===== src/hdl/btpc_pkg.sv =====
// ----------------------------------------------------------------------------
// btpc_pkg
// shared types, constants and a helper function of the pressure and temperature compensator
// ----------------------------------------------------------------------------
package btpc_pkg;
   localparam int CSR_INDEX_WIDTH = 3;
   localparam logic [CSR_INDEX_WIDTH-1:0] REG_OSS = 3'd0;
   localparam logic [CSR_INDEX_WIDTH-1:0] REG_AC12 = 3'd1;
   localparam logic [CSR_INDEX_WIDTH-1:0] REG_AC34 = 3'd2;
   localparam logic [CSR_INDEX_WIDTH-1:0] REG_AC56 = 3'd3;
   localparam logic [CSR_INDEX_WIDTH-1:0] REG_B12 = 3'd4;
   localparam logic [CSR_INDEX_WIDTH-1:0] REG_MCMD = 3'd5;
   localparam logic KIND_TEMP = 1'b0;
   localparam logic KIND_PRES = 1'b1;

   // datapath micro operations
   typedef enum logic [4:0] {
      OP_NONE, OP_T0, OP_T1, OP_T2, OP_TDIV, OP_T3,
      OP_P0, OP_P1, OP_P2, OP_P3, OP_P4, OP_P5, OP_P6, OP_P7, OP_P8,
      OP_PDIV, OP_P9, OP_P10, OP_P11, OP_P12, OP_P13
   } op_type;

   typedef enum logic [4:0] {
      ST_IDLE, ST_T0, ST_T1, ST_T2, ST_TDIV, ST_TWAIT, ST_T3,
      ST_P0, ST_P1, ST_P2, ST_P3, ST_P4, ST_P5, ST_P6, ST_P7, ST_P8,
      ST_PDIV, ST_PWAIT, ST_P9, ST_P10, ST_P11, ST_P12, ST_P13, ST_OUT
   } state_type;

   typedef struct packed {
      op_type op;
   } cmd_type;

   typedef struct packed {
      logic div_done;
      logic div_zero;
   } sts_type;

   // signed divide by 2^k truncating toward zero
   function automatic logic [31:0] sdiv_pow2(input logic [31:0] a, input logic [4:0] k);
      logic [31:0] bias;
      bias = a[31] ? ((32'd1 << k) - 32'd1) : 32'd0;
      return 32'($signed(a + bias) >>> k);
   endfunction
endpackage


===== src/hdl/btpc_divider.sv =====
// ----------------------------------------------------------------------------
// btpc_divider
// unsigned 32-bit restoring divider, one quotient bit per cycle
// ----------------------------------------------------------------------------
module btpc_divider import btpc_pkg::*; (
   input  logic        clock,
   input  logic        reset,
   input  logic        start,
   input  logic [31:0] dividend,
   input  logic [31:0] divisor,
   output logic        done,
   output logic [31:0] quotient
);
   logic [31:0] rem_ff, rem_in, quo_ff, quo_in, dvs_ff;
   logic [5:0]  cnt_ff, cnt_in;
   logic        busy_ff, busy_in, done_ff, done_in;
   logic [32:0] trial;

   // start load, or one shift and subtract step
   always_comb begin
      trial = {rem_ff, quo_ff[31]} - {1'b0, dvs_ff};
      rem_in = rem_ff; quo_in = quo_ff; cnt_in = cnt_ff;
      busy_in = busy_ff; done_in = 1'b0;
      if (start) begin
         rem_in = '0; quo_in = dividend; cnt_in = 6'd32; busy_in = 1'b1;
      end else if (busy_ff) begin
         if (!trial[32]) begin
            rem_in = trial[31:0]; quo_in = {quo_ff[30:0], 1'b1};
         end else begin
            rem_in = {rem_ff[30:0], quo_ff[31]}; quo_in = {quo_ff[30:0], 1'b0};
         end
         cnt_in = cnt_ff - 6'd1;
         if (cnt_ff == 6'd1) begin
            busy_in = 1'b0; done_in = 1'b1;
         end
      end
   end

   always_ff @(posedge clock) begin
      if (start) dvs_ff <= divisor;
      rem_ff <= rem_in; quo_ff <= quo_in; cnt_ff <= cnt_in;
      if (reset) begin
         busy_ff <= 1'b0; done_ff <= 1'b0;
      end else begin
         busy_ff <= busy_in; done_ff <= done_in;
      end
   end

   assign done = done_ff;
   assign quotient = quo_ff;
endmodule


===== src/hdl/btpc_datapath.sv =====
// ----------------------------------------------------------------------------
// btpc_datapath
// coefficient registers, working registers, one multiplier and the divider
// ----------------------------------------------------------------------------
module btpc_datapath import btpc_pkg::*; (
   input  logic        clock,
   input  logic        reset,
   input  logic        csr_valid,
   input  logic [CSR_INDEX_WIDTH-1:0] csr_index,
   input  logic [31:0] csr_data,
   input  logic        load,
   input  logic        in_kind,
   input  logic [15:0] in_word,
   input  logic [7:0]  in_xbyte,
   input  cmd_type     cmd,
   output sts_type     sts,
   output logic [31:0] value,
   output logic        zero_flag,
   output logic        kind
);
   logic [1:0]  oss_ff;
   logic [31:0] ac12_ff, ac34_ff, ac56_ff, b12_ff, mcmd_ff, b5_ff;
   logic [31:0] r_x1_ff, r_b6_ff, r_sq_ff, r_b3_ff, r_acc_ff, r_p_ff, r_t_ff, r_up_ff;
   logic [15:0] word_ff;
   logic [7:0]  xb_ff;
   logic        kind_ff, zero_ff, neg_ff;
   logic [31:0] ma, mb, prod;
   logic        dstart;
   logic [31:0] dnum, dden, dq;
   logic        ddone;
   logic [31:0] ac1, ac2, ac3, ac4, ac5, ac6, b1, b2, mc, md;

   assign ac1 = {{16{ac12_ff[31]}}, ac12_ff[31:16]};
   assign ac2 = {{16{ac12_ff[15]}}, ac12_ff[15:0]};
   assign ac3 = {{16{ac34_ff[31]}}, ac34_ff[31:16]};
   assign ac4 = {16'd0, ac34_ff[15:0]};
   assign ac5 = {16'd0, ac56_ff[31:16]};
   assign ac6 = {16'd0, ac56_ff[15:0]};
   assign b1  = {{16{b12_ff[31]}}, b12_ff[31:16]};
   assign b2  = {{16{b12_ff[15]}}, b12_ff[15:0]};
   assign mc  = {{16{mcmd_ff[31]}}, mcmd_ff[31:16]};
   assign md  = {{16{mcmd_ff[15]}}, mcmd_ff[15:0]};

   // shared multiplier operand select
   always_comb begin
      ma = '0; mb = '0;
      case (cmd.op)
         OP_T0:  begin ma = {16'd0, word_ff} - ac6; mb = ac5; end
         OP_P1:  begin ma = r_b6_ff; mb = r_b6_ff; end
         OP_P2:  begin ma = b2; mb = r_sq_ff; end
         OP_P3:  begin ma = ac2; mb = r_b6_ff; end
         OP_P5:  begin ma = ac3; mb = r_b6_ff; end
         OP_P6:  begin ma = b1; mb = r_sq_ff; end
         OP_P7:  begin ma = ac4; mb = r_acc_ff + 32'd32768; end
         OP_P8:  begin ma = r_up_ff - r_b3_ff; mb = 32'd50000 >> oss_ff; end
         OP_P10: begin ma = r_t_ff; mb = r_t_ff; end
         OP_P11: begin ma = r_t_ff; mb = 32'd3038; end
         OP_P12: begin ma = 32'd0 - 32'd7357; mb = r_p_ff; end
         default: ;
      endcase
      prod = 32'(ma * mb);
   end

   // divider launch
   always_comb begin
      dstart = 1'b0; dnum = '0; dden = '0;
      case (cmd.op)
         OP_TDIV: begin
            dstart = 1'b1;
            dnum = r_t_ff[31] ? 32'd0 - r_t_ff : r_t_ff;
            dden = r_acc_ff[31] ? 32'd0 - r_acc_ff : r_acc_ff;
         end
         OP_PDIV: begin
            dstart = 1'b1;
            dnum = r_acc_ff[31] ? r_acc_ff : {r_acc_ff[30:0], 1'b0};
            dden = r_x1_ff;
         end
         default: ;
      endcase
   end

   btpc_divider u_div (
      .clock(clock), .reset(reset), .start(dstart), .dividend(dnum),
      .divisor(dden), .done(ddone), .quotient(dq)
   );

   // configuration registers
   always_ff @(posedge clock) begin
      if (reset) begin
         oss_ff <= '0; ac12_ff <= '0; ac34_ff <= '0; ac56_ff <= '0;
         b12_ff <= '0; mcmd_ff <= '0;
      end else if (csr_valid) begin
         case (csr_index)
            REG_OSS:  oss_ff <= csr_data[1:0];
            REG_AC12: ac12_ff <= csr_data;
            REG_AC34: ac34_ff <= csr_data;
            REG_AC56: ac56_ff <= csr_data;
            REG_B12:  b12_ff <= csr_data;
            REG_MCMD: mcmd_ff <= csr_data;
            default: ;
         endcase
      end
   end

   // working registers step by step
   always_ff @(posedge clock) begin
      if (reset) begin
         b5_ff <= '0;
      end else begin
         if (load) begin
            word_ff <= in_word; xb_ff <= in_xbyte; kind_ff <= in_kind; zero_ff <= 1'b0;
         end
         case (cmd.op)
            OP_T0: r_x1_ff <= sdiv_pow2(prod, 5'd15);
            OP_T1: begin
               r_acc_ff <= r_x1_ff + md;
               r_t_ff <= mc << 11;
            end
            OP_T2: begin
               zero_ff <= (r_acc_ff == 32'd0);
               neg_ff <= r_t_ff[31] ^ r_acc_ff[31];
            end
            OP_T3: begin
               if (!zero_ff) begin
                  b5_ff <= r_x1_ff + (neg_ff ? 32'd0 - dq : dq);
                  r_p_ff <= sdiv_pow2(r_x1_ff + (neg_ff ? 32'd0 - dq : dq) + 32'd8, 5'd4);
               end else r_p_ff <= '0;
            end
            OP_P0: begin
               r_b6_ff <= b5_ff - 32'd4000;
               r_up_ff <= ({16'd0, word_ff} << 8 | {24'd0, xb_ff}) >> (4'd8 - {2'd0, oss_ff});
            end
            OP_P1: r_sq_ff <= sdiv_pow2(prod, 5'd12);
            OP_P2: r_acc_ff <= sdiv_pow2(prod, 5'd11);
            OP_P3: r_b3_ff <= sdiv_pow2((((ac1 << 2) + r_acc_ff + sdiv_pow2(prod, 5'd11))
                                        << oss_ff) + 32'd2, 5'd2);
            OP_P5: r_acc_ff <= sdiv_pow2(prod, 5'd13);
            OP_P6: r_acc_ff <= sdiv_pow2(r_acc_ff + sdiv_pow2(prod, 5'd16) + 32'd2, 5'd2);
            OP_P7: begin
               r_x1_ff <= prod >> 15;
               zero_ff <= ((prod >> 15) == 32'd0);
            end
            OP_P8: r_acc_ff <= prod;
            OP_P9: begin
               r_p_ff <= r_acc_ff[31] ? {dq[30:0], 1'b0} : dq;
               r_t_ff <= sdiv_pow2(r_acc_ff[31] ? {dq[30:0], 1'b0} : dq, 5'd8);
            end
            OP_P10: r_t_ff <= prod;
            OP_P11: r_t_ff <= sdiv_pow2(prod, 5'd16);
            OP_P12: r_t_ff <= r_t_ff + sdiv_pow2(prod, 5'd16) + 32'd3791;
            OP_P13: r_p_ff <= zero_ff ? 32'd0 : r_p_ff + sdiv_pow2(r_t_ff, 5'd4);
            default: ;
         endcase
      end
   end

   assign sts.div_done = ddone;
   assign sts.div_zero = zero_ff;
   assign value = r_p_ff;
   assign zero_flag = zero_ff;
   assign kind = kind_ff;
endmodule


===== src/hdl/btpc_controller.sv =====
// ----------------------------------------------------------------------------
// btpc_controller
// sequencer for temperature and pressure compensation steps
// ----------------------------------------------------------------------------
module btpc_controller import btpc_pkg::*; (
   input  logic    clock,
   input  logic    reset,
   input  logic    start,
   input  logic    start_kind,
   input  logic    out_taken,
   input  sts_type sts,
   output cmd_type cmd,
   output logic    idle,
   output logic    out_valid
);
   state_type state_ff, state_in;

   // next state
   always_comb begin
      state_in = state_ff;
      case (state_ff)
         ST_IDLE:  if (start) state_in = (start_kind == KIND_PRES) ? ST_P0 : ST_T0;
         ST_T0:    state_in = ST_T1;
         ST_T1:    state_in = ST_T2;
         ST_T2:    state_in = ST_TDIV;
         ST_TDIV:  state_in = sts.div_zero ? ST_T3 : ST_TWAIT;
         ST_TWAIT: if (sts.div_done) state_in = ST_T3;
         ST_T3:    state_in = ST_OUT;
         ST_P0:    state_in = ST_P1;
         ST_P1:    state_in = ST_P2;
         ST_P2:    state_in = ST_P3;
         ST_P3:    state_in = ST_P4;
         ST_P4:    state_in = ST_P5;
         ST_P5:    state_in = ST_P6;
         ST_P6:    state_in = ST_P7;
         ST_P7:    state_in = ST_P8;
         ST_P8:    state_in = sts.div_zero ? ST_P13 : ST_PDIV;
         ST_PDIV:  state_in = ST_PWAIT;
         ST_PWAIT: if (sts.div_done) state_in = ST_P9;
         ST_P9:    state_in = ST_P10;
         ST_P10:   state_in = ST_P11;
         ST_P11:   state_in = ST_P12;
         ST_P12:   state_in = ST_P13;
         ST_P13:   state_in = ST_OUT;
         ST_OUT:   if (out_taken) state_in = ST_IDLE;
         default:  state_in = ST_IDLE;
      endcase
   end

   // command outputs
   always_comb begin
      cmd.op = OP_NONE;
      case (state_ff)
         ST_T0:   cmd.op = OP_T0;
         ST_T1:   cmd.op = OP_T1;
         ST_T2:   cmd.op = OP_T2;
         ST_TDIV: cmd.op = sts.div_zero ? OP_NONE : OP_TDIV;
         ST_T3:   cmd.op = OP_T3;
         ST_P0:   cmd.op = OP_P0;
         ST_P1:   cmd.op = OP_P1;
         ST_P2:   cmd.op = OP_P2;
         ST_P3:   cmd.op = OP_P3;
         ST_P5:   cmd.op = OP_P5;
         ST_P6:   cmd.op = OP_P6;
         ST_P7:   cmd.op = OP_P7;
         ST_P8:   cmd.op = OP_P8;
         ST_PDIV: cmd.op = OP_PDIV;
         ST_P9:   cmd.op = OP_P9;
         ST_P10:  cmd.op = OP_P10;
         ST_P11:  cmd.op = OP_P11;
         ST_P12:  cmd.op = OP_P12;
         ST_P13:  cmd.op = OP_P13;
         default: cmd.op = OP_NONE;
      endcase
   end

   always_ff @(posedge clock) begin
      if (reset) state_ff <= ST_IDLE;
      else state_ff <= state_in;
   end

   assign idle = (state_ff == ST_IDLE);
   assign out_valid = (state_ff == ST_OUT);
endmodule


===== src/hdl/baro_temp_pressure_compensator_unit.sv =====
// ----------------------------------------------------------------------------
// baro_temp_pressure_compensator_unit
// barometric temperature and pressure compensation with calibration registers
// ----------------------------------------------------------------------------
// channel  direction  contents
// req_     in         tuser type, tdata {extra byte, raw word}
// rsp_     out        tuser {status, kind}, tdata value
// csr_     in         index and 32-bit write data
// a temperature or pressure item runs the serial divider at most once, skipping it
// when the divisor is zero, so each item uses at most one division.
// one item at a time; req_tready is high only when the sequencer is idle.
// the result holds in rsp_tdata until rsp_tready takes it.
// reset is synchronous and clears coefficients and the stored b5 term.
module baro_temp_pressure_compensator_unit import btpc_pkg::*; (
   input  logic        clock,
   input  logic        reset,
   input  logic        req_tvalid,
   output logic        req_tready,
   input  logic [23:0] req_tdata,   // raw_word[15:0], raw_extra_byte[23:16]
   input  logic        req_tuser,   // req_type
   output logic        rsp_tvalid,
   input  logic        rsp_tready,
   output logic [31:0] rsp_tdata,   // comp_value[31:0]
   output logic [1:0]  rsp_tuser,   // result_kind[0], status[1]
   input  logic        csr_valid,
   output logic        csr_ready,
   input  logic [CSR_INDEX_WIDTH-1:0] csr_index,
   input  logic [31:0] csr_data
);
   cmd_type cmd;
   sts_type sts;
   logic    idle, load, zero_flag, kind;
   logic [31:0] value;

   assign load = req_tvalid & idle;
   assign req_tready = idle;
   assign csr_ready = 1'b1;

   btpc_controller u_ctrl (
      .clock(clock), .reset(reset), .start(load), .start_kind(req_tuser),
      .out_taken(rsp_tready), .sts(sts), .cmd(cmd), .idle(idle), .out_valid(rsp_tvalid)
   );

   btpc_datapath u_dp (
      .clock(clock), .reset(reset), .csr_valid(csr_valid), .csr_index(csr_index),
      .csr_data(csr_data), .load(load), .in_kind(req_tuser), .in_word(req_tdata[15:0]),
      .in_xbyte(req_tdata[23:16]), .cmd(cmd), .sts(sts), .value(value),
      .zero_flag(zero_flag), .kind(kind)
   );

   assign rsp_tdata = value;
   assign rsp_tuser = {zero_flag, kind};
endmodule


===== config.mk =====
export PLATFORM = sky130hd
export DESIGN_NAME = baro_temp_pressure_compensator_unit
export DESIGN_NICKNAME = d
export VERILOG_FILES = /design/src/hdl/btpc_pkg.sv /design/src/hdl/btpc_divider.sv /design/src/hdl/btpc_datapath.sv /design/src/hdl/btpc_controller.sv /design/src/hdl/baro_temp_pressure_compensator_unit.sv
export SDC_FILE = /design/constraint.sdc
export NUM_CORES = 2
export LEC_CHECK = 0
export ABC_AREA = 1
export ABC_CLOCK_PERIOD_IN_PS = 34400
export BUFFER_PORTS_ARGS = -buffer_cell sky130_fd_sc_hd__buf_2
export CELL_PAD_IN_SITES_DETAIL_PLACEMENT = 1
export CELL_PAD_IN_SITES_GLOBAL_PLACEMENT = 1
export CORE_ASPECT_RATIO = 0.5
export CORE_MARGIN = 3
export CORE_UTILIZATION = 50
export DETAILED_ROUTE_END_ITERATION = 7
export MAX_ROUTING_LAYER = met4
export PLACE_DENSITY_LB_ADDON = 0.25
export SLEW_MARGIN = 15
export SYNTH_ARGS = -nofsm -noshare
export SYNTH_HDL_FRONTEND = slang
export SYNTH_SLANG_ARGS = --single-unit

===== constraint.sdc =====
create_clock -name clock -period 34.4 [get_ports clock]
set_input_delay 0 -clock clock [delete_from_list [all_inputs] [get_ports clock]]
set_output_delay 0 -clock clock [all_outputs]
set_load 0.005 [all_outputs]

==> results.rst <==
.. list-table::
   :header-rows: 1

   * - Metric
     - Value
   * - Outcome
     - complete, but fails checks
   * - Failing checks
     - negative hold slack
   * - Chip Width
     - 510 microns
   * - Sequential Area
     - 14000 sq um
   * - Post-synth top area share
     - 14.5%
   * - Main combinational cell family by area after synthesis
     - simple AND/OR/NAND/NOR gates
   * - Library cell with the largest summed area after synthesis
     - sky130_fd_sc_hd__edfxtp_1
   * - Clock period minus worst slack
     - 21370 ps
   * - Measured slew at the worst slew-check pin
     - 1330 ps
   * - Setup total negative slack
     - 0 ps
   * - Max Fclk
     - 46.8 MHz
   * - Cell mode on critical path
     - sky130_fd_sc_hd__nand2_1
   * - Pre-CTS WS
     - 13920 ps
   * - Vias post-DR
     - 70000
   * - Port Buf Inserts
     - 96
   * - Startpoint of the most critical hold path
     - req_tdata[6]
   * - Cell type group with the largest total delay on the critical path
     - adder cells
   * - Die Outline Area
     - 132000 sq um
   * - Area growth from synthesis to layout
     - 8.72%
   * - Placed inst area
     - 66200 sq um
   * - Number of placed instances with taps included
     - 10700
   * - Most common cell after layout, fill and taps aside
     - sky130_fd_sc_hd__nand2_1
   * - Detailed placer's ending HPWL
     - 263000 microns
   * - Peak supply drop
     - 109 uV
   * - Count of buffering cells on the critical path with inverters included
     - 17
   * - Final Instance Count excl. Fillers
     - 10900
   * - Wire length of the first global-routing pass
     - 485000 microns
   * - Die Span Y
     - 258 microns
   * - Design Power
     - 6.26 mW
   * - Post-detailed-route count of antenna-violating nets
     - 0
   * - Synthesized area divided by synthesized cell count
     - 7.03 sq um
   * - Synthesized netlist cell count
     - 9039
   * - Final setup slack of the worst path
     - 13030 ps
   * - Hold Path Class
     - in2reg
   * - Core box area
     - 125000 sq um
   * - Via-per-instance ratio
     - 6.43
   * - Final number of setup-violating endpoints
     - 0
   * - Instance count along the most critical hold path
     - 2
   * - Post-synthesis adder-cell area fraction
     - 23.2%
   * - Sink count of the clock tree
     - 546
   * - Largest net degree at the start of global routing
     - 100
   * - Max Slew Vio Count
     - 0
   * - Buffer depth of the longest clock path
     - 3
   * - Worst stage delay on the critical path
     - 1130 ps
   * - Critical path's slowest cell
     - sky130_fd_sc_hd__clkinv_1
   * - Max Cap Violations
     - 0
   * - Aggregate global routing overflow
     - 0
   * - Proportion of synthesized chip area in sequential cells
     - 22.0%
   * - Ys async rst share
     - 0%
   * - DRC
     - 0
   * - Initial standard-cell utilization of the core
     - 51.0%
   * - Gpl congestion
     - 1.08
   * - Share of the clock period used by the worst path
     - 62.1%
   * - Area of the multi-input gates
     - 42200 sq um
   * - Relative max-transition margin
     - 11.1%
   * - Setup repair after global routing missed its margin
     - false
   * - Clock latency at the later pin of the worst-skew pair
     - 750 ps
   * - Reg-to-reg critical path startpoint
     - u_ctrl.state_ff[4]$_SDFFE_PP0P_
   * - Data arrival, critical path
     - 21850 ps
   * - Synth Area in Compound Gates
     - 13.3%
   * - Static power due to leakage
     - 34.2 nW
   * - Gates resized, CTS repair
     - 0
   * - Number of ports placed on the die boundary
     - 102
   * - Fraction of layout instances using a drive strength above 1
     - 5.50%
   * - Area share of and/or/nand/nor cells after synthesis
     - 24.6%
   * - Total CTS buffers
     - 56
   * - Register clock-pin slew on the reported worst setup and hold paths
     - 100 ps
   * - Worst Reg-to-Reg Cells
     - 86
   * - Row count
     - 91
   * - Initial detailed-routing violation count
     - 10800
   * - XOR/XNOR share of the synthesized area
     - 4.85%
   * - Synth Warn #
     - 0
   * - Final instance area
     - 69100 sq um
   * - Leading post-synthesis cells by cell area
     - sky130_fd_sc_hd__edfxtp_1 15%, sky130_fd_sc_hd__fa_1 14%, sky130_fd_sc_hd__nand2_1 11%, sky130_fd_sc_hd__inv_1 9.8%, sky130_fd_sc_hd__ha_1 9.1%
   * - Mux cell area share after synthesis
     - 0.0630%
   * - Type of the setup path with the least slack
     - reg2reg
   * - Final Hold Vio Count
     - 1
   * - CP startpoint kind
     - flip-flop
   * - Depth of the CTS H-tree
     - 2
   * - Initial antenna violation count
     - 44
   * - Flops & latches, synth
     - 546
   * - All-layer global routing usage
     - 52.4%
   * - Hold endpoint
     - u_dp.word_ff[6]$_DFFE_PP_
   * - Top FF cell, synth
     - sky130_fd_sc_hd__edfxtp_1
   * - Master cell of the clock root buffer
     - sky130_fd_sc_hd__clkbuf_16
   * - Max Fanout on Critical Path
     - 42
   * - Req. time, crit path
     - 34880 ps
   * - Synthesized cell area
     - 63500 sq um
   * - DRT Pass-1 Iters
     - 8
   * - Layout filler cell count
     - 16200
   * - Final nets
     - 10100
   * - Ratio of total power to cell area
     - 90.6 nW/um^2
   * - CTS tree
     - yes
   * - Critical R2R Capture
     - u_dp.r_b3_ff[20]$_DFFE_PP_
   * - Worst setup slack for register-to-register paths
     - 13030 ps
   * - Kind of end point of the critical path
     - flip-flop
   * - Worst-case clock skew
     - 113 ps
   * - Fin Hold WS
     - -10.4 ps
   * - Distinct cell type count after synthesis
     - 75
   * - Most frequent cells in the layout
     - 1915 x sky130_fd_sc_hd__nand2_1, 1651 x sky130_fd_sc_hd__inv_1, 1032 x sky130_fd_sc_hd__nor2_1
   * - Final core area utilization
     - 55.4%
   * - Via count of the first global-routing pass
     - 70200
   * - Total length of routed wires
     - 343000 microns
   * - Wire length per cell after detailed routing
     - 31.5 microns
   * - Count of flip-flops with a built-in enable after synthesis
     - 307
## power by group
group | switching, mW | internal (mW)
Sequential | 0.114 | 0.864
Clock | 0.344 | 0.370
Combinational | 3.35 | 1.22
## state kept, by name, indices dropped and copies added, names as in the netlist, 2 cells and up
| register | count |
|---|---|
| u_dp.ac12_ff | 32 |
| u_dp.ac34_ff | 32 |
| u_dp.ac56_ff | 32 |
| u_dp.b12_ff | 32 |
| u_dp.b5_ff | 32 |
| u_dp.mcmd_ff | 32 |
| u_dp.r_acc_ff | 32 |
| u_dp.r_b6_ff | 32 |
| u_dp.r_t_ff | 32 |
| u_dp.u_div.dvs_ff | 32 |
| u_dp.u_div.quotient | 32 |
| u_dp.u_div.rem_ff | 32 |
| u_dp.value | 32 |
| u_dp.r_b3_ff | 30 |
| u_dp.r_up_ff | 24 |
| u_dp.r_sq_ff | 20 |
| u_dp.r_x1_ff | 18 |
| u_dp.word_ff | 16 |
| u_dp.u_div.cnt_ff | 6 |
| u_ctrl.state_ff | 5 |
| u_dp.xb_ff | 4 |
| u_dp.oss_ff | 2 |
## how the worst max path moves through the flow
stage | start | endpoint | slack, ps | cells past startpoint
final | u_ctrl.state_ff[4]$_SDFFE_PP0P_ | u_dp.r_b3_ff[20]$_DFFE_PP_ | 13030 | 86
after global placement | u_ctrl.state_ff[4]$_SDFFE_PP0P_ | u_dp.r_b3_ff[20]$_DFFE_PP_ | 14490 | 87
after floorplan | u_dp.oss_ff[0]$_SDFFE_PP0P_ | u_dp.r_b3_ff[11]$_DFFE_PP_ | 18890 | 96
after CTS | u_ctrl.state_ff[4]$_SDFFE_PP0P_ | u_dp.r_b3_ff[20]$_DFFE_PP_ | 13910 | 87
after detailed placement | u_ctrl.state_ff[4]$_SDFFE_PP0P_ | u_dp.r_b3_ff[20]$_DFFE_PP_ | 13920 | 87
after global routing | u_ctrl.state_ff[4]$_SDFFE_PP0P_ | u_dp.r_b3_ff[28]$_DFFE_PP_ | 12150 | 87
## routing by layer
metal	global-route usage, %	up-vias	part of all wire, %
li1	-	29100	-
met1	66.1	34500	38
met5	-	-	0
met2	69.7	5112	39
met4	24.1	0	5.8
met3	25.3	1292	18
## final cells by class
type                       instances  area share [%]
antenna                           42           0.152
inverter                        1708            9.28
timing repair buffer             311            3.31
clock inverter                    32           0.543
sequential                       546            20.3
multi-input combinational       6501            61.1
tap                             1674            3.03
clock buffer                      73            2.35
## logic make-up after synthesis
group | Yosys count
flip-flops | 546
XOR/XNOR | 352
buffers and inverters | 1995
AO/OA/AOI/OAI | 1468
adder cells (fa/ha/maj) | 909
AND/OR/NAND/NOR | 3763
other | 2
multiplexers | 4
## cell usage after synthesis, types with 39 or more instances
cell and number:
sky130_fd_sc_hd__a21oi_1 486, sky130_fd_sc_hd__a31oi_1 39, sky130_fd_sc_hd__clkbuf_1 217, sky130_fd_sc_hd__dfxtp_1 239
sky130_fd_sc_hd__edfxtp_1 307, sky130_fd_sc_hd__fa_1 446, sky130_fd_sc_hd__ha_1 463, sky130_fd_sc_hd__inv_1 1652
sky130_fd_sc_hd__nand2_1 1917, sky130_fd_sc_hd__nand3_1 419, sky130_fd_sc_hd__nand4_1 98, sky130_fd_sc_hd__nor2_1 1040
sky130_fd_sc_hd__nor3_1 123, sky130_fd_sc_hd__o211ai_1 75, sky130_fd_sc_hd__o21ai_0 559, sky130_fd_sc_hd__o221ai_1 47
sky130_fd_sc_hd__xnor2_1 98, sky130_fd_sc_hd__xor2_1 254
## timing repair
action,in CTS,in global routing
hold endpoints to repair,198,1
setup buffers,0,0
hold buffers,76,1
Note: power is estimated with default switching activity, not from simulation.
